<file path="src/design/aas_pkg.sv">
// Shared types, register indexes and arithmetic widths for the accelerometer align and smooth block.
package aas_pkg;

  localparam int unsigned COEF_FRAC_BITS_DEF = 14;
  localparam int unsigned ACCEL_WIDTH_DEF    = 24;
  localparam int unsigned QUEUE_DEPTH_DEF    = 2;

  localparam int unsigned BYTE_W    = 8;
  localparam int unsigned RAW_W     = 16;
  localparam int unsigned TIME_W    = 32;
  localparam int unsigned OUT_W     = 24;
  localparam int unsigned CFG_W     = 48;
  localparam int unsigned CFG_IDX_W = 3;
  localparam int unsigned COEF_W    = 16;
  localparam int unsigned GAIN_W    = 24;
  localparam int unsigned ALPHA_W   = 17;
  localparam int unsigned NUM_AXES  = 3;

  // offset difference, signed gain, product and scaled Q.16 widths
  localparam int unsigned DIFF_W  = RAW_W + 2;
  localparam int unsigned SGAIN_W = GAIN_W + 1;
  localparam int unsigned MUL_W   = DIFF_W + SGAIN_W;
  localparam int unsigned SCL_W   = MUL_W - 8;

  localparam logic [CFG_IDX_W-1:0] REG_OFFSET_X = 3'd0;
  localparam logic [CFG_IDX_W-1:0] REG_OFFSET_Y = 3'd1;
  localparam logic [CFG_IDX_W-1:0] REG_OFFSET_Z = 3'd2;
  localparam logic [CFG_IDX_W-1:0] REG_GAIN     = 3'd3;
  localparam logic [CFG_IDX_W-1:0] REG_ROW0     = 3'd4;
  localparam logic [CFG_IDX_W-1:0] REG_ROW1     = 3'd5;
  localparam logic [CFG_IDX_W-1:0] REG_ROW2     = 3'd6;
  localparam logic [CFG_IDX_W-1:0] REG_ALPHA    = 3'd7;

  localparam logic [GAIN_W-1:0]  GAIN_RST  = 24'd4096;
  localparam logic [CFG_W-1:0]   ROW0_RST  = 48'h0000_0000_4000;
  localparam logic [CFG_W-1:0]   ROW1_RST  = 48'h0000_4000_0000;
  localparam logic [CFG_W-1:0]   ROW2_RST  = 48'h4000_0000_0000;
  localparam logic [ALPHA_W-1:0] ALPHA_ONE = 17'h10000;

  typedef struct packed {
    logic signed [RAW_W-1:0] offset_x;
    logic signed [RAW_W-1:0] offset_y;
    logic signed [RAW_W-1:0] offset_z;
    logic [GAIN_W-1:0]       counts_to_g;
    logic [CFG_W-1:0]        row0;
    logic [CFG_W-1:0]        row1;
    logic [CFG_W-1:0]        row2;
    logic [ALPHA_W-1:0]      alpha;
  } cfg_t;

  // item as classified by the front end
  typedef struct packed {
    logic [RAW_W-1:0]  raw_x;
    logic [RAW_W-1:0]  raw_y;
    logic [RAW_W-1:0]  raw_z;
    logic              changed;
    logic              valid;
    logic [TIME_W-1:0] change_time;
  } qent_t;

  typedef struct packed {
    logic [RAW_W-1:0]  raw_x;
    logic [RAW_W-1:0]  raw_y;
    logic [RAW_W-1:0]  raw_z;
    logic [OUT_W-1:0]  smooth_x;
    logic [OUT_W-1:0]  smooth_y;
    logic [OUT_W-1:0]  smooth_z;
    logic [OUT_W-1:0]  magnitude;
    logic              valid;
    logic              changed;
    logic [TIME_W-1:0] change_time;
  } res_t;

  typedef struct packed {
    logic idle;
    logic out_valid;
  } back_stat_t;

endpackage

</file>
<file path="src/design/aas_front.sv">
// Front end: assembles the raw axes, detects change and tracks the change time.
module aas_front (
  input  logic                          clk_i,
  input  logic                          rst_ni,
  input  logic                          push_i,
  input  logic                          full_i,
  input  logic [aas_pkg::BYTE_W-1:0]    x_high_byte_i,
  input  logic [aas_pkg::BYTE_W-1:0]    x_low_byte_i,
  input  logic [aas_pkg::BYTE_W-1:0]    y_high_byte_i,
  input  logic [aas_pkg::BYTE_W-1:0]    y_low_byte_i,
  input  logic [aas_pkg::BYTE_W-1:0]    z_high_byte_i,
  input  logic [aas_pkg::BYTE_W-1:0]    z_low_byte_i,
  input  logic [aas_pkg::TIME_W-1:0]    now_ms_i,
  output logic                          wr_o,
  output aas_pkg::qent_t                 ent_o
);
  import aas_pkg::*;

  logic [RAW_W-1:0]  prev_x_q, prev_y_q, prev_z_q;
  logic              valid_q, valid_d;
  logic [TIME_W-1:0] chg_q, chg_d;
  logic [RAW_W-1:0]  rx, ry, rz;
  logic              changed;

  assign rx      = {x_high_byte_i, x_low_byte_i};
  assign ry      = {y_high_byte_i, y_low_byte_i};
  assign rz      = {z_high_byte_i, z_low_byte_i};
  assign changed = (rx != prev_x_q) || (ry != prev_y_q) || (rz != prev_z_q);
  assign wr_o    = push_i && !full_i;
  assign valid_d = valid_q || changed;
  assign chg_d   = changed ? now_ms_i : chg_q;

  always_comb begin
    ent_o.raw_x       = rx;
    ent_o.raw_y       = ry;
    ent_o.raw_z       = rz;
    ent_o.changed     = changed;
    ent_o.valid       = valid_d;
    ent_o.change_time = chg_d;
  end

  always_ff @(posedge clk_i or negedge rst_ni) begin
    if (!rst_ni) begin
      prev_x_q <= '0;
      prev_y_q <= '0;
      prev_z_q <= '0;
      valid_q  <= 1'b0;
      chg_q    <= '0;
    end else if (wr_o) begin
      prev_x_q <= rx;
      prev_y_q <= ry;
      prev_z_q <= rz;
      valid_q  <= valid_d;
      chg_q    <= chg_d;
    end
  end

endmodule

</file>
<file path="config.mk">
export PLATFORM = sky130hd
export DESIGN_NAME = aas_front
export DESIGN_NICKNAME = d
export VERILOG_FILES = /design/src/design/aas_pkg.sv /design/src/design/aas_front.sv
export SDC_FILE = /design/constraint.sdc
export NUM_CORES = 1
export LEC_CHECK = 0
export ABC_AREA = 0
export BUFFER_PORTS_ARGS = -buffer_cell sky130_fd_sc_hd__clkbuf_2
export CAP_MARGIN = 20
export CORE_AREA = 2 2 103 105
export CTS_BUF_LIST = sky130_fd_sc_hd__clkbuf_8
export CTS_CLUSTER_DIAMETER = 200
export DETAILED_ROUTE_END_ITERATION = 10
export DIE_AREA = 0 0 105 107
export PLACE_DENSITY = 0.71
export SLEW_MARGIN = 20
export SYNTH_ARGS = -nofsm -noshare
export SYNTH_HDL_FRONTEND = slang
export SYNTH_SLANG_ARGS = --single-unit
export TNS_END_PERCENT = 1
</file>
<file path="constraint.sdc">
create_clock -name clk_i -period 3.21 [get_ports clk_i]
set_input_delay 0.8025 -clock clk_i [delete_from_list [all_inputs] [get_ports clk_i]]
set_output_delay 0.8025 -clock clk_i [all_outputs]
set_load 0.01 [all_outputs]
</file>
# ---- After elaboration in Yosys (flattened, before gate mapping)
# Index checks and enable logic that the tools add are counted.
dict set report classes {
  n_eq_ne 3
  n_mux 1
  reduce_logical 5
}
# operator n
set ops {}
lappend ops {{16-bit inequality test} 3}
lappend ops {{32-bit 2-to-1 mux} 1}
lappend ops {{1-bit logical OR} 3}
lappend ops {{1-bit logical AND} 1}
lappend ops {{1-bit zero test} 1}
dict set report totals {
  regBits 81
  input_bits 84
  output_inout_bits 83
  word_cells 14
}

# ---- Depth between registers and ports, before layout
dict set report logic_depth {
  depth_word 4
  mapped_depth 8
  ltp_nobuf 5
}

# ---- Worst setup path before layout
# OpenSTA, ideal clock, no wires.
dict set report synth_timing {
  kind {input -> output}
  from {in x_low_byte_i[0] in the netlist's numbering}
  to {out ent_o[10] in the netlist's numbering}
  arrival_time_ns 2.179
  path_slack_ns 0.228
  stages 7
  path_buffers 2
  path_cell_list {xnor2_1 nand4_1 nor4_2 and3_1 buf_4 buf_6 mux2_2}
}
# element line_no
set synth_lines {}
lappend synth_lines {{from (decl)} aas_front.sv:8} ;# input logic [aas_pkg::BYTE_W-1:0] x_low_byte_i,
lappend synth_lines {{to (decl)} aas_front.sv:15} ;# output aas_pkg::qent_t ent_o

==> results.sh <==
export IMPL_status="finished with violations"
export IMPL_violations="setup timing"
export IMPL_syn_nets=409
export IMPL_nets=540
export IMPL_routed_wl_um=8839
export IMPL_critPathKind="in -> out"
export IMPL_cp_max_fo=8
export IMPL_ys_ff_latch=81
export IMPL_grt_usage_pct=15.57
export IMPL_cpMaxStageDelayCell="nor4_2"
export IMPL_setup_viol=32
export IMPL_power_density_mw_per_mm2=468.0
export IMPL_setup_tns_ps=-6461
export IMPL_htree_num_levels=3
export IMPL_seqCellArea_mm2=0.002027
export IMPL_dp_cells=577
export IMPL_vias=2810
export IMPL_skew_ps=14.76
export IMPL_die_w_um=105
export IMPL_cts_tree="built"
export IMPL_viasPerCell=4.707
export IMPL_pwr_share_clk_pct=30.1
export IMPL_seqPwrFrac_pct=48.1
export IMPL_max_clock_path_buffers=2
export IMPL_final_area_mm2=0.005633
export IMPL_grt_max_degree=82
export IMPL_cp_start_kind="input pin"
export IMPL_clock_root_buffer="clkbuf_8"
export IMPL_syn_inst=325
export IMPL_fmax_ghz=0.2905
export IMPL_ys_types=17
export IMPL_path_clk_slew_ps=80
export IMPL_drt_iter0_markers=109
export IMPL_switching_share_pct=26.66
export IMPL_ios=167
export IMPL_syn2layout_area_growth_pct=26.71
export IMPL_final_cell_count_no_fill=597
export IMPL_slew_headroom_pct=51.65
export IMPL_arrival_ps=2640
export IMPL_finalCriticalPeriod_ps=3443
export IMPL_total_power_mw=2.636
export IMPL_post_synth_top_area_cell="dfrtp_1"
export IMPL_die_y_um=107
export IMPL_gp_congestion=0.7711
export IMPL_ir_drop_v=0.0002450
export IMPL_fillers=884
export IMPL_worstMarginPinSlew_ps=725.2
export IMPL_ys_warn_count=0
export IMPL_first_pass_iters=4
export IMPL_worst_slack_ps=-232.6
export IMPL_rows=37
export IMPL_report_final_slew_viol_count=0
export IMPL_core_mm2=0.01009
export IMPL_post_drt_wl_per_cell_um=14.81
export IMPL_worstSetupEndpointType="output port"
export IMPL_cts_inserted_buffers=9
export IMPL_die_area_mm2=0.01124
export IMPL_cp_top_family="simple AND/OR/NAND/NOR gates"
export IMPL_path_buf_inv=4
export IMPL_period_share_pct=107.2
export IMPL_place_area_mm2=0.005112
export IMPL_hold_buffers=0
export IMPL_worstHoldPathType="reg -> reg"
export IMPL_grt_pass1_vias=2865
export IMPL_combPwrFrac_pct=21.9
export IMPL_crit_chain="buf_8 > xnor2_2 > nand4_1 > nor4_2 > buf_4 > and3_4 > clkbuf_16 > mux2_4 > buf_6"
export IMPL_gr_total_overflow=0
export IMPL_synth_seq_area_share_pct=45.60
export IMPL_switchingPower_uw=702.7
export IMPL_syn_area_mm2=0.004446
export IMPL_synth_top_area_share_pct=45.60
export IMPL_rsz0062_at_grt="yes"
export IMPL_grt_first_pass_wirelength_um=13770
export IMPL_start_util_pct=44.05
export IMPL_cts_sinks=81
export IMPL_cpPeakStageDelay_ps=360
export IMPL_hold_viol=0
export IMPL_drc=0
export IMPL_cp_data_required_time_ps=2410
export IMPL_internal_power_mw=1.933
export IMPL_postSynthAreaPerCell_um2=13.68
export IMPL_drv_cap=0
export IMPL_synthTopCellsByArea="dfrtp_1 46%, mux2_2 21%, mux2_4 9.8%, xnor2_1 9.5%, buf_4 8.6%"
export IMPL_clock_latency_ps=360
export IMPL_dp_hpwl_um=5954
export IMPL_grt_antenna_before_repair=0
export IMPL_multi_input_area_mm2=0.002092
export IMPL_drive_above_1_share_pct=70.28
export IMPL_n_antenna_cell=0
export IMPL_antenna_left=0
export IMPL_io_buffers=166
export IMPL_p_leak_nw=2.622
-- cell type report --
| class | count | share of cell area, % |
|---|---|---|
| multi-input cells | 180 | 37.14 |
| clock buffers | 11 | 2.688 |
| flip-flops and latches | 81 | 35.98 |
| repair buffers | 182 | 19.92 |
| inverters | 2 | 0.1333 |
| clock inverters | 5 | 1.111 |
| well taps | 136 | 3.021 |
-- routing by layer --
layer  routed length (µm)  GRT usage, %
met4                  163         7.048
met2                 4483         25.32
met1                 3828         20.35
met5                    0             0
met3                  363         2.736
-- state kept, by name, indices dropped and copies added (netlist names) --
register  flops
prev_z_q     16
valid_q       1
prev_x_q     16
chg_q        32
prev_y_q     16
-- synth_stat cells --
master    count
nor4_2        3
dfrtp_1      81
nand2b_1      1
buf_2         1
a311oi_2      1
buf_6         6
mux2_4       29
mux2_2       83
inv_1         2
xnor2_1      48
nand4_1      12
or2_2         1
clkbuf_1      1
buf_1         3
buf_4        51
and3_1        1
nor2_1        1
-- path summary, 6_finish.rpt --
check                      cells past startpoint  slack, ps             from           to
hold / removal                                 1        480          valid_q      valid_q
setup / recovery                               9       -230  y_low_byte_i[1]     ent_o[1]
setup reg to reg                               8       1120     prev_y_q[11]     chg_q[0]
max in group asynchronous                      1       2230           rst_ni    chg_q[19]
hold reg to reg                                1        480          valid_q      valid_q
min in group asynchronous                      1        490           rst_ni  prev_z_q[4]
-- placed cells by master (no fill, tap or decap), drive strengths merged --
cell type    n
clkbuf     167
mux2       112
dfrtp       81
xnor2       48
buf         26
nand4       12
nor4         3
inv          3
clkinvlp     2
and3         1
nor2         1
nand2b       1
a311oi       1
or2          1
clkinv       1
bufinv       1
-- what timing repair did --
action | CTS | global route
cloned | 1 | 2
gates resized for setup | 20 | 36
setup endpoints to repair | 33 | 34
endpoints found under the hold margin | 0 | 0
setup buffers | 0 | 1
pin swaps | 2 | 6
-- through the flow --
stage | worst slack, ps | util [%] | hold slack (ps)
after floorplan | 228.1 | - | 429.6
after global placement | -342.2 | 50.66 | 446.2
after detailed placement | -301.0 | 50.66 | 462.1
after CTS | -253.2 | 53.94 | 483.2
after global routing | -308.2 | 55.81 | 511.3
final | -232.6 | 55.81 | 480.2
-- cell families (layout without fill, tap and decap cells) --
| family | count (synthesis) | after routing | share of synthesized area [%] |
|---|---|---|---|
| AOI/OAI and AO/OA | 1 | 1 | 0.3376 |
| xor gates and xnor gates | 48 | 48 | 9.457 |
| muxes | 112 | 112 | 30.82 |
| and+or+nand+nor | 19 | 19 | 3.040 |
| DFF | 81 | 81 | 45.60 |
| buffers and inverters | 64 | 200 | 10.75 |
-- power groups by stage --
stage | logic [mW] | clock network (mW) | registers (mW)
after CTS | 0.566 | 0.820 | 1.26
after global placement | 0.539 | 0 | 1.27
after detailed placement | 0.551 | 0 | 1.28
after floorplan | 0.406 | 0 | 1.26
after global routing | 0.630 | 0.866 | 1.29
final | 0.577 | 0.792 | 1.27
Note: power is estimated with default switching activity, not from simulation.
