<file path="src/design/aas_pkg.sv">
// Shared types, register indexes and arithmetic widths for the accelerometer align and smooth block.
package aas_pkg;

  localparam int unsigned COEF_FRAC_BITS_DEF = 14;
  localparam int unsigned ACCEL_WIDTH_DEF    = 24;
  localparam int unsigned QUEUE_DEPTH_DEF    = 2;

  localparam int unsigned BYTE_W    = 8;
  localparam int unsigned RAW_W     = 16;
  localparam int unsigned TIME_W    = 32;
  localparam int unsigned OUT_W     = 24;
  localparam int unsigned CFG_W     = 48;
  localparam int unsigned CFG_IDX_W = 3;
  localparam int unsigned COEF_W    = 16;
  localparam int unsigned GAIN_W    = 24;
  localparam int unsigned ALPHA_W   = 17;
  localparam int unsigned NUM_AXES  = 3;

  // offset difference, signed gain, product and scaled Q.16 widths
  localparam int unsigned DIFF_W  = RAW_W + 2;
  localparam int unsigned SGAIN_W = GAIN_W + 1;
  localparam int unsigned MUL_W   = DIFF_W + SGAIN_W;
  localparam int unsigned SCL_W   = MUL_W - 8;

  localparam logic [CFG_IDX_W-1:0] REG_OFFSET_X = 3'd0;
  localparam logic [CFG_IDX_W-1:0] REG_OFFSET_Y = 3'd1;
  localparam logic [CFG_IDX_W-1:0] REG_OFFSET_Z = 3'd2;
  localparam logic [CFG_IDX_W-1:0] REG_GAIN     = 3'd3;
  localparam logic [CFG_IDX_W-1:0] REG_ROW0     = 3'd4;
  localparam logic [CFG_IDX_W-1:0] REG_ROW1     = 3'd5;
  localparam logic [CFG_IDX_W-1:0] REG_ROW2     = 3'd6;
  localparam logic [CFG_IDX_W-1:0] REG_ALPHA    = 3'd7;

  localparam logic [GAIN_W-1:0]  GAIN_RST  = 24'd4096;
  localparam logic [CFG_W-1:0]   ROW0_RST  = 48'h0000_0000_4000;
  localparam logic [CFG_W-1:0]   ROW1_RST  = 48'h0000_4000_0000;
  localparam logic [CFG_W-1:0]   ROW2_RST  = 48'h4000_0000_0000;
  localparam logic [ALPHA_W-1:0] ALPHA_ONE = 17'h10000;

  typedef struct packed {
    logic signed [RAW_W-1:0] offset_x;
    logic signed [RAW_W-1:0] offset_y;
    logic signed [RAW_W-1:0] offset_z;
    logic [GAIN_W-1:0]       counts_to_g;
    logic [CFG_W-1:0]        row0;
    logic [CFG_W-1:0]        row1;
    logic [CFG_W-1:0]        row2;
    logic [ALPHA_W-1:0]      alpha;
  } cfg_t;

  // item as classified by the front end
  typedef struct packed {
    logic [RAW_W-1:0]  raw_x;
    logic [RAW_W-1:0]  raw_y;
    logic [RAW_W-1:0]  raw_z;
    logic              changed;
    logic              valid;
    logic [TIME_W-1:0] change_time;
  } qent_t;

  typedef struct packed {
    logic [RAW_W-1:0]  raw_x;
    logic [RAW_W-1:0]  raw_y;
    logic [RAW_W-1:0]  raw_z;
    logic [OUT_W-1:0]  smooth_x;
    logic [OUT_W-1:0]  smooth_y;
    logic [OUT_W-1:0]  smooth_z;
    logic [OUT_W-1:0]  magnitude;
    logic              valid;
    logic              changed;
    logic [TIME_W-1:0] change_time;
  } res_t;

  typedef struct packed {
    logic idle;
    logic out_valid;
  } back_stat_t;

endpackage

</file>
<file path="src/design/aas_queue.sv">
// Short register queue between the front end and the arithmetic back end.
module aas_queue #(
  parameter int unsigned DEPTH = aas_pkg::QUEUE_DEPTH_DEF
) (
  input  logic          clk_i,
  input  logic          rst_ni,
  input  logic          wr_i,
  input  aas_pkg::qent_t wdata_i,
  input  logic          rd_i,
  output aas_pkg::qent_t rdata_o,
  output logic          full_o,
  output logic          empty_o
);
  import aas_pkg::*;

  localparam int unsigned PW = (DEPTH > 1) ? $clog2(DEPTH) : 1;
  localparam int unsigned CW = $clog2(DEPTH + 1);

  qent_t         mem_q [DEPTH];
  logic [PW-1:0] wp_q, wp_d, rp_q, rp_d;
  logic [CW-1:0] cnt_q, cnt_d;
  logic          do_wr, do_rd;

  assign full_o  = (cnt_q == CW'(DEPTH));
  assign empty_o = (cnt_q == '0);
  assign do_wr   = wr_i && !full_o;
  assign do_rd   = rd_i && !empty_o;
  assign rdata_o = mem_q[rp_q];

  always_comb begin
    wp_d  = wp_q;
    rp_d  = rp_q;
    cnt_d = cnt_q;
    if (do_wr) begin
      wp_d = (wp_q == PW'(DEPTH - 1)) ? '0 : wp_q + PW'(1);
    end
    if (do_rd) begin
      rp_d = (rp_q == PW'(DEPTH - 1)) ? '0 : rp_q + PW'(1);
    end
    if (do_wr && !do_rd) begin
      cnt_d = cnt_q + CW'(1);
    end else if (do_rd && !do_wr) begin
      cnt_d = cnt_q - CW'(1);
    end
  end

  always_ff @(posedge clk_i or negedge rst_ni) begin
    if (!rst_ni) begin
      wp_q  <= '0;
      rp_q  <= '0;
      cnt_q <= '0;
    end else begin
      wp_q  <= wp_d;
      rp_q  <= rp_d;
      cnt_q <= cnt_d;
    end
  end

  always_ff @(posedge clk_i) begin
    if (do_wr) begin
      mem_q[wp_q] <= wdata_i;
    end
  end

endmodule

</file>
<file path="config.mk">
export PLATFORM = sky130hd
export DESIGN_NAME = aas_queue
export DESIGN_NICKNAME = d
export VERILOG_FILES = /design/src/design/aas_pkg.sv /design/src/design/aas_queue.sv
export SDC_FILE = /design/constraint.sdc
export NUM_CORES = 1
export LEC_CHECK = 0
export ABC_AREA = 1
export BUFFER_PORTS_ARGS = -buffer_cell sky130_fd_sc_hd__buf_2
export CAP_MARGIN = 30
export CORE_MARGIN = 2
export CORE_UTILIZATION = 45
export DETAILED_ROUTE_END_ITERATION = 7
export MAX_ROUTING_LAYER = met4
export PLACE_DENSITY_LB_ADDON = 0.08
export SYNTH_ARGS = -nofsm -noshare
export SYNTH_HDL_FRONTEND = slang
export SYNTH_SLANG_ARGS = --single-unit
</file>
<file path="constraint.sdc">
create_clock -name clk_i -period 6 [get_ports clk_i]
set_clock_uncertainty 0.1 [all_clocks]
set_input_delay 1.2 -clock clk_i [delete_from_list [all_inputs] [get_ports clk_i]]
set_output_delay 1.2 -clock clk_i [all_outputs]
set_load 0.005 [all_outputs]
</file>
Word-level counts from Yosys, hierarchy flattened --
Memories as Yosys holds them, arrays and structs flattened. Index checks and enable logic that the tools add are counted.
Cells by class: multiplexer cells 6, $add $sub $neg 4, equality and inequality tests 1, reductions and logical operators 10
Operators by type and width (count):
- 1-bit logical AND | 4
- 1-bit logical NOT | 4
- 1-bit 2-to-1 mux | 4
- 2-bit 2-to-1 mux | 2
- 1-bit adder, second input constant | 2
- 2-bit by 1-bit adder with 2-bit output, second input constant | 1
- 2-bit equality test, second input constant | 1
- 2-bit logical NOT | 1
- 2-bit nonzero test | 1
- 2-bit by 1-bit subtractor with 2-bit output, second input constant | 1
Storage, ports and cells: output and inout bits 84, RAM bits 164, input port bits 86, bits in registers 4, memories kept 1, logic and storage cells 25
Memories:
- mem_q | words 2, width 82, read ports 1, clocked after Yosys merged registers in 0, wr ports 1, RTL line aas_queue.sv:19 | qent_t mem_q [DEPTH];

Longest topological paths before layout --
Gate-level depths: netlist (run 1).
word-level depth 7, gate-level depth with buffers 9, depth with buffers taken out 9

Worst setup path after synthesis (run 1) --
No wires, ideal clock.
path type input-to-reg, start input wr_i, end memory mem_q[1][0] (netlist name) (enable), arrival time 4.725 ns, stages 2, path slack 0.652 ns, required time 5.377 ns, path buffers 0, setup time 0.523 ns, path through o21ai_0 > nor2_1
On the way: longest elaborated chain between the ends 3
RTL lines:
- from (decl) | RTL line aas_queue.sv:7 | input logic wr_i,
- 1-bit logical AND | RTL line aas_queue.sv:26 | assign do_wr = wr_i && !full_o;
- 1-bit 2-to-1 mux | RTL line aas_queue.sv:60 | if (do_wr) begin
- 1-bit 2-to-1 mux (implied by the code) | RTL line aas_queue.sv:61 | mem_q[wp_q] <= wdata_i;
- to (decl) | RTL line aas_queue.sv:19
Every way passes these cells.

==> results of run 1 <==
==> routing by layer <==
| metal | part of all wire [%] | vias to the layer above | routed length, um |
|---|---|---|---|
| met4 | 1.4 | 0 | 167 |
| met5 | 0 | - | 0 |
| met3 | 6.9 | 16 | 826 |
| met1 | 44 | 1760 | 5210 |
| met2 | 48 | 129 | 5690 |
| li1 | - | 1896 | - |
==> where the power goes <==
part / internal [W] / switching [W]
sequential: 0.00160 / 0.0000615
combinational: 0.000384 / 0.000693
clock: 0.000774 / 0.000421
total: 0.00276 / 0.00118
==> registers in the layout (all words and copies together) (netlist names) <==
name / flops
mem_q: 164
rp_q: 1
cnt_q: 2
wp_q: 1
==> critical path: stages (launching register included) <==
cell and delay [ps]:
dfrtp_2 400, inv_2 560, buf_4 530, nand2_1 90, nand2_1 100, buf_2 120
==> cell families after synthesis <==
group / synth area share (%)
AOI/OAI and AO/OA: 0.161
xor gates and xnor gates: 0.141
adders and majority gates: 0.201
buffers and inverters: 2.76
DFF: 80.8
and+or+nand+nor: 16.0
==> synthesized netlist by cell type <==
| cell | n |
|---|---|
| edfxtp_1 | 164 |
| inv_2 | 1 |
| inv_1 | 7 |
| buf_6 | 7 |
| nand3_1 | 1 |
| dfrtp_1 | 4 |
| nor2_2 | 1 |
| xnor2_1 | 1 |
| buf_4 | 3 |
| nand4_1 | 1 |
| nand2_1 | 255 |
| ha_1 | 1 |
| nand3b_1 | 1 |
| o21ai_0 | 2 |
| buf_2 | 8 |
| nor2_1 | 3 |
==> path summary, 6_finish.rpt <==
| check | start | to | slack (ps) | cells past startpoint |
|---|---|---|---|---|
| max | rp_q$_DFFE_PN0P_ | rdata_o[4] | 2440 | 5 |
| min | wp_q$_DFFE_PN0P_ | wp_q$_DFFE_PN0P_ | 390 | 2 |
| max reg2reg | cnt_q[0]$_DFFE_PN0P_ | mem_q[0][31]$_DFFE_PP_ | 3520 | 5 |
| min reg2reg | wp_q$_DFFE_PN0P_ | wp_q$_DFFE_PN0P_ | 390 | 2 |
| max in group asynchronous | rst_ni | rp_q$_DFFE_PN0P_ | 5190 | 1 |
| min in group asynchronous | rst_ni | cnt_q[0]$_DFFE_PN0P_ | 480 | 1 |
==> stage by stage <==
stage	instances	hold WS, ps
after floorplan	460	349
after global placement	791	365
after detailed placement	792	383
after CTS	824	399
after global routing	824	425
final	824	393
==> final cells by class <==
cell class | instances | area, um^2
inverters | 8 | 31.3
clock inverters | 15 | 231
repair buffers | 174 | 908
flip-flops and latches | 168 | 5030
multi-input cells | 266 | 1030
clock buffers | 17 | 425
fillers | 1112 | 5470
well taps | 176 | 220
==> impl_metrics.env, run 1 <==
export IMPL_syn_area_per_cell_um2=13.5
export IMPL_tns_ps=0
export IMPL_timing_final_crit_share_pct=59.3
export IMPL_rsz0062_at_grt="false"
export IMPL_clk_latency_ps=410
export IMPL_grtUsageMet1_pct=20.4
export IMPL_grt_max_degree=84
export IMPL_place_hpwl_um=7230
export IMPL_fp_dieW_um=122
export IMPL_h_tree_depth=4
export IMPL_maxSlewViolCount=0
export IMPL_synth_area_leaders="edfxtp_1, nand2_1, dfrtp_1"
export IMPL_cts_hold_buf=0
export IMPL_synthCells=460
export IMPL_synth_distinct_cells=16
export IMPL_port_buffers=169
export IMPL_grt_usage_pct=17.0
export IMPL_layout_commonest_cell="nand2_1"
export IMPL_total_power_w=0.00394
export IMPL_start_kind="flip-flop"
export IMPL_globalRoute_totalOverflow=0
export IMPL_nNetsFinal=722
export IMPL_fin_util_pct=59.0
export IMPL_cts_resized=0
export IMPL_dr_pass1_iters=5
export IMPL_route_detailed_drc=0
export IMPL_synth_seq_cells=168
export IMPL_grt_busiest_layer="met2"
export IMPL_hold_viol=0
export IMPL_die_y_um=122
export IMPL_grt_pass1_wl_um=18000
export IMPL_coreArea_um2=13300
export IMPL_drtAntennaViolNets=0
export IMPL_tightest_slew_ps=908
export IMPL_max_freq_ghz=0.281
export IMPL_fin_crit_ps=3560
export IMPL_antenna_found_initial=0
export IMPL_design_area_um2=7880
export IMPL_required_ps=4700
export IMPL_peakVddDrop_v=0.000234
export IMPL_clk_pin_slew_ps=60
export IMPL_hold_path_class="reg -> reg"
export IMPL_cts_sinks=168
export IMPL_cts_buffers=17
export IMPL_finalWeightedCongestion=0.755
export IMPL_crit_fanout=42
export IMPL_worst_setup_path_end_kind="output pin"
export IMPL_critPathKind="reg -> out"
export IMPL_routed_via_density=4.61
export IMPL_yosysTopAreaCell="edfxtp_1"
export IMPL_post_cts_buffers=0
export IMPL_use_met2_pct=26.7
export IMPL_clk_path_buf_depth=2
export IMPL_use_met3_pct=5.81
export IMPL_setup_ws_ps=2440
export IMPL_cts_root_buf="clkbuf_16"
export IMPL_drtIter0Drc=248
export IMPL_via_count=3801
export IMPL_maxCapViolations=0
export IMPL_synth_nets=547
export IMPL_powerDensity_nw_per_um2=500
export IMPL_synth_cell_area_um2=6220
export IMPL_area_growth_pct=26.6
export IMPL_wire_per_inst_um=14.4
export IMPL_status="completed"
export IMPL_rows=42
export IMPL_dpl_worst_slack_ps=2700
export IMPL_cts_tree="yes"
export IMPL_grt_pass1_vias=3707
export IMPL_cp_data_arrival_time_ps=2260
export IMPL_drive_above_1_share_pct=32.3
export IMPL_dieArea_um2=14800
export IMPL_mostFrequentLayoutCells="nand2_1, buf_2, edfxtp_1"
export IMPL_yosys_warnings=0
export IMPL_initial_core_util_pct=46.6
export IMPL_routed_wl_um=11900
export IMPL_setup_viol=0
export IMPL_relSlewSlack_pct=39.5
export IMPL_p_leak_nw=3.42
export IMPL_placed_cell_area_um2=7220
export IMPL_pin_count=170
export IMPL_num_antenna_cells=0
export IMPL_yosysTopAreaCellShare_pct=79.2
export IMPL_ys_seq_area_share_pct=80.8
Note: power is estimated with default switching activity, not from simulation.
==> run 2, diff against run 1 <==
--- a/config.mk
+++ b/config.mk
@@ -5,7 +5,7 @@
 export SDC_FILE = /design/constraint.sdc
 export NUM_CORES = 1
 export LEC_CHECK = 0
-export ABC_AREA = 1
+export ABC_AREA = 0
 export BUFFER_PORTS_ARGS = -buffer_cell sky130_fd_sc_hd__buf_2
 export CAP_MARGIN = 30
 export CORE_MARGIN = 2
==> constraint.sdc (replaced) <==
create_clock -name clk_i -period 3.7 [get_ports clk_i]
set_clock_uncertainty 0.1 [all_clocks]
set_input_delay 0.74 -clock clk_i [delete_from_list [all_inputs] [get_ports clk_i]]
set_output_delay 0.74 -clock clk_i [all_outputs]
set_load 0.005 [all_outputs]
==> impl_metrics.env, run 2 <==
export IMPL_status="completed"
export IMPL_worst_setup_path_end_kind="output pin"
export IMPL_fp_dieW_um=124
export IMPL_hold_path_class="in -> async"
export IMPL_clk_path_buf_depth=2
export IMPL_cp_endpoint="rdata_o[59]"
export IMPL_synth_distinct_cells=16
export IMPL_rows=43
export IMPL_grt_max_degree=78
export IMPL_power_internal_w=0.00460
export IMPL_p_switching_w=0.00162
export IMPL_p_seq_share_pct=43.9
export IMPL_total_power_w=0.00622
export IMPL_peakVddDrop_v=0.000493
export IMPL_routed_wl_um=10800
export IMPL_tightest_slew_ps=679
export IMPL_post_cts_buffers=0
export IMPL_relSlewSlack_pct=54.7
export IMPL_place_hpwl_um=6950
export IMPL_largest_reg_flops=164
export IMPL_p_leak_nw=3.21
export IMPL_required_ps=2860
export IMPL_hold_viol=0
export IMPL_synth_cell_area_um2=6460
export IMPL_die_y_um=124
export IMPL_synthCells=274
export IMPL_route_detailed_drc=0
export IMPL_synth_nets=361
export IMPL_p_clk_share_pct=25.8
export IMPL_clk_pin_slew_ps=60
export IMPL_drtIter0Drc=188
export IMPL_synth_most_common_cell="edfxtp_1"
export IMPL_async_reset_ff_share_pct=2.38
export IMPL_drtAntennaViolNets=0
export IMPL_crit_fanout=77
export IMPL_synthFlopType="edfxtp_1"
export IMPL_setup_viol=0
export IMPL_grt_usage_pct=15.1
export IMPL_startpoint="rp_q$_DFFE_PN0P_"
export IMPL_yosysTopAreaCell="edfxtp_1"
export IMPL_timing_hold_ws_ps=29.9
export IMPL_syn_area_per_cell_um2=23.6
export IMPL_cts_buffers=17
export IMPL_rsz0062_at_grt="false"
export IMPL_pin_count=170
export IMPL_ys_seq_area_share_pct=77.7
export IMPL_clk_latency_ps=410
export IMPL_r2r_end="mem_q[1][48]$_DFFE_PP_"
export IMPL_synth_enable_flop_cells=164
export IMPL_critPathBufInv=2
export IMPL_grt_pass1_wl_um=16000
export IMPL_synth_area_leaders="edfxtp_1, mux2_4, buf_12"
export IMPL_r2r_start="cnt_q[0]$_DFFE_PN0P_"
export IMPL_slowest_stage="dfrtp_4"
export IMPL_routed_via_density=4.69
export IMPL_cp_depth=3
export IMPL_max_freq_ghz=0.358
export IMPL_nNetsFinal=544
export IMPL_maxCapViolations=0
export IMPL_via_count=3051
export IMPL_netSwitchingFraction_pct=26.0
export IMPL_mostFrequentLayoutCells="buf_2, edfxtp_1, mux2_4"
export IMPL_start_kind="flip-flop"
export IMPL_fin_crit_ps=2790
export IMPL_cts_tree="yes"
export IMPL_initial_core_util_pct=46.4
export IMPL_area_growth_pct=23.9
export IMPL_synth_seq_cells=168
export IMPL_largest_register="mem_q"
export IMPL_dieArea_um2=15300
export IMPL_port_buffers=169
export IMPL_cts_hold_buf=0
export IMPL_timing_final_crit_share_pct=75.5
export IMPL_path_delay_family="buffers and inverters"
export IMPL_cts_root_buf="clkbuf_16"
export IMPL_power_frac_comb_pct=30.3
export IMPL_cp_data_arrival_time_ps=1950
export IMPL_wire_per_inst_um=16.6
export IMPL_cts_resized=0
export IMPL_reg_top3="mem_q x164, cnt_q x2"
export IMPL_reg2regPathDepth=3
export IMPL_h_tree_depth=4
export IMPL_antenna_found_initial=2
export IMPL_drive_above_1_share_pct=60.3
export IMPL_cts_sinks=168
export IMPL_maxSlewViolCount=0
export IMPL_reg2reg_slack_ps=1690
export IMPL_dr_pass1_iters=4
export IMPL_critical_path_cell_chain="buf_12 > mux2_2 > buf_2"
export IMPL_layout_commonest_cell="buf_2"
export IMPL_coreArea_um2=13900
export IMPL_grt_pass1_vias=3189
export IMPL_finalWeightedCongestion=0.676
export IMPL_yosys_warnings=0
export IMPL_globalRoute_totalOverflow=0
export IMPL_synth_common_cells="edfxtp_1, mux2_4, mux2_2"
export IMPL_powerDensity_nw_per_um2=776
export IMPL_tns_ps=0
export IMPL_max_stage_delay_ps=480
export IMPL_yosysTopAreaCellShare_pct=76.2
export IMPL_critPathKind="reg -> out"
run 2: cell types whose count changed in the layout (fill, tap and decap cells not counted), moves of 2 or more:
cell       previous run  this run
clkinv_1              2         6
inv_1                 6         2
nand2_1             255         1
diode_2               0         2
mux2_2                0        12
bufinv_16             6         2
buf_4                 3         1
xnor2_1               1         3
mux2_4                0        70
xor2_1                0         2
run 2: power groups by stage:
stage	Combinational, W	Sequential, W	Clock, W
final	0.00188	0.00273	0.00160
after global routing	0.00204	0.00277	0.00173
after CTS	0.00193	0.00274	0.00165
after detailed placement	0.00192	0.00277	0
after global placement	0.00192	0.00275	0
after floorplan	0.00138	0.00275	0
run 2: stage by stage:
step / utilization [%] / worst slack, ps / area [um^2] / std cells
after global placement: 53.6 / 1340 / 7460 / 618
after floorplan: - / 206 / 6470 / 274
after global routing: 57.5 / 809 / 8010 / 651
final: 57.5 / 907 / 8010 / 651
after detailed placement: 53.6 / 1340 / 7460 / 618
after CTS: 57.4 / 877 / 8000 / 649
run 2: worst reg2reg max path, stage by stage (launching register included):
cell      delay, ps
dfrtp_1         420
nand2b_1        190
and3_4          660
buf_4           340
run 2: how the worst min path moves through the flow:
| stage | cells past startpoint | slack, ps | from | to |
|---|---|---|---|---|
| finish | 1 | 30 | rst_ni | cnt_q[1]$_DFFE_PN0P_ |
| global route | 1 | 5 | rst_ni | wp_q$_DFFE_PN0P_ |
| CTS | 1 | 7 | rst_ni | wp_q$_DFFE_PN0P_ |
| detailed placement | 1 | 410 | cnt_q[1]$_DFFE_PN0P_ | cnt_q[1]$_DFFE_PN0P_ |
| global placement | 1 | 410 | cnt_q[1]$_DFFE_PN0P_ | cnt_q[1]$_DFFE_PN0P_ |
| floorplan | 0 | 340 | rst_ni | cnt_q[0]$_DFFE_PN0P_ |
run 2: logic make-up after synthesis:
family | share of synthesized area [%]
AND/OR/NAND/NOR | 0.426
buffers and inverters | 2.54
adder cells (fa/ha/maj) | 0.194
XOR/XNOR | 0.678
AO/OA/AOI/OAI | 0.0774
multiplexers | 18.4
flip-flops | 77.7
run 2: area by class of cell:
type                            instances  area [um^2]
Fill cell                            1129         5930
Sequential cell                       168         5030
Inverter                                2         7.51
Tap cell                              180          225
Multi-Input combinational cell         95         1290
Clock buffer                           17          425
Antenna cell                            2         5.00
Clock inverter                         14          115
Timing Repair Buffer                  173          913
run 2: metal layers:
metal	global-route usage, %	share of wire, %
met5	-	0
met4	7.39	1.9
met3	6.27	7.5
met2	23.8	52
met1	16.7	39
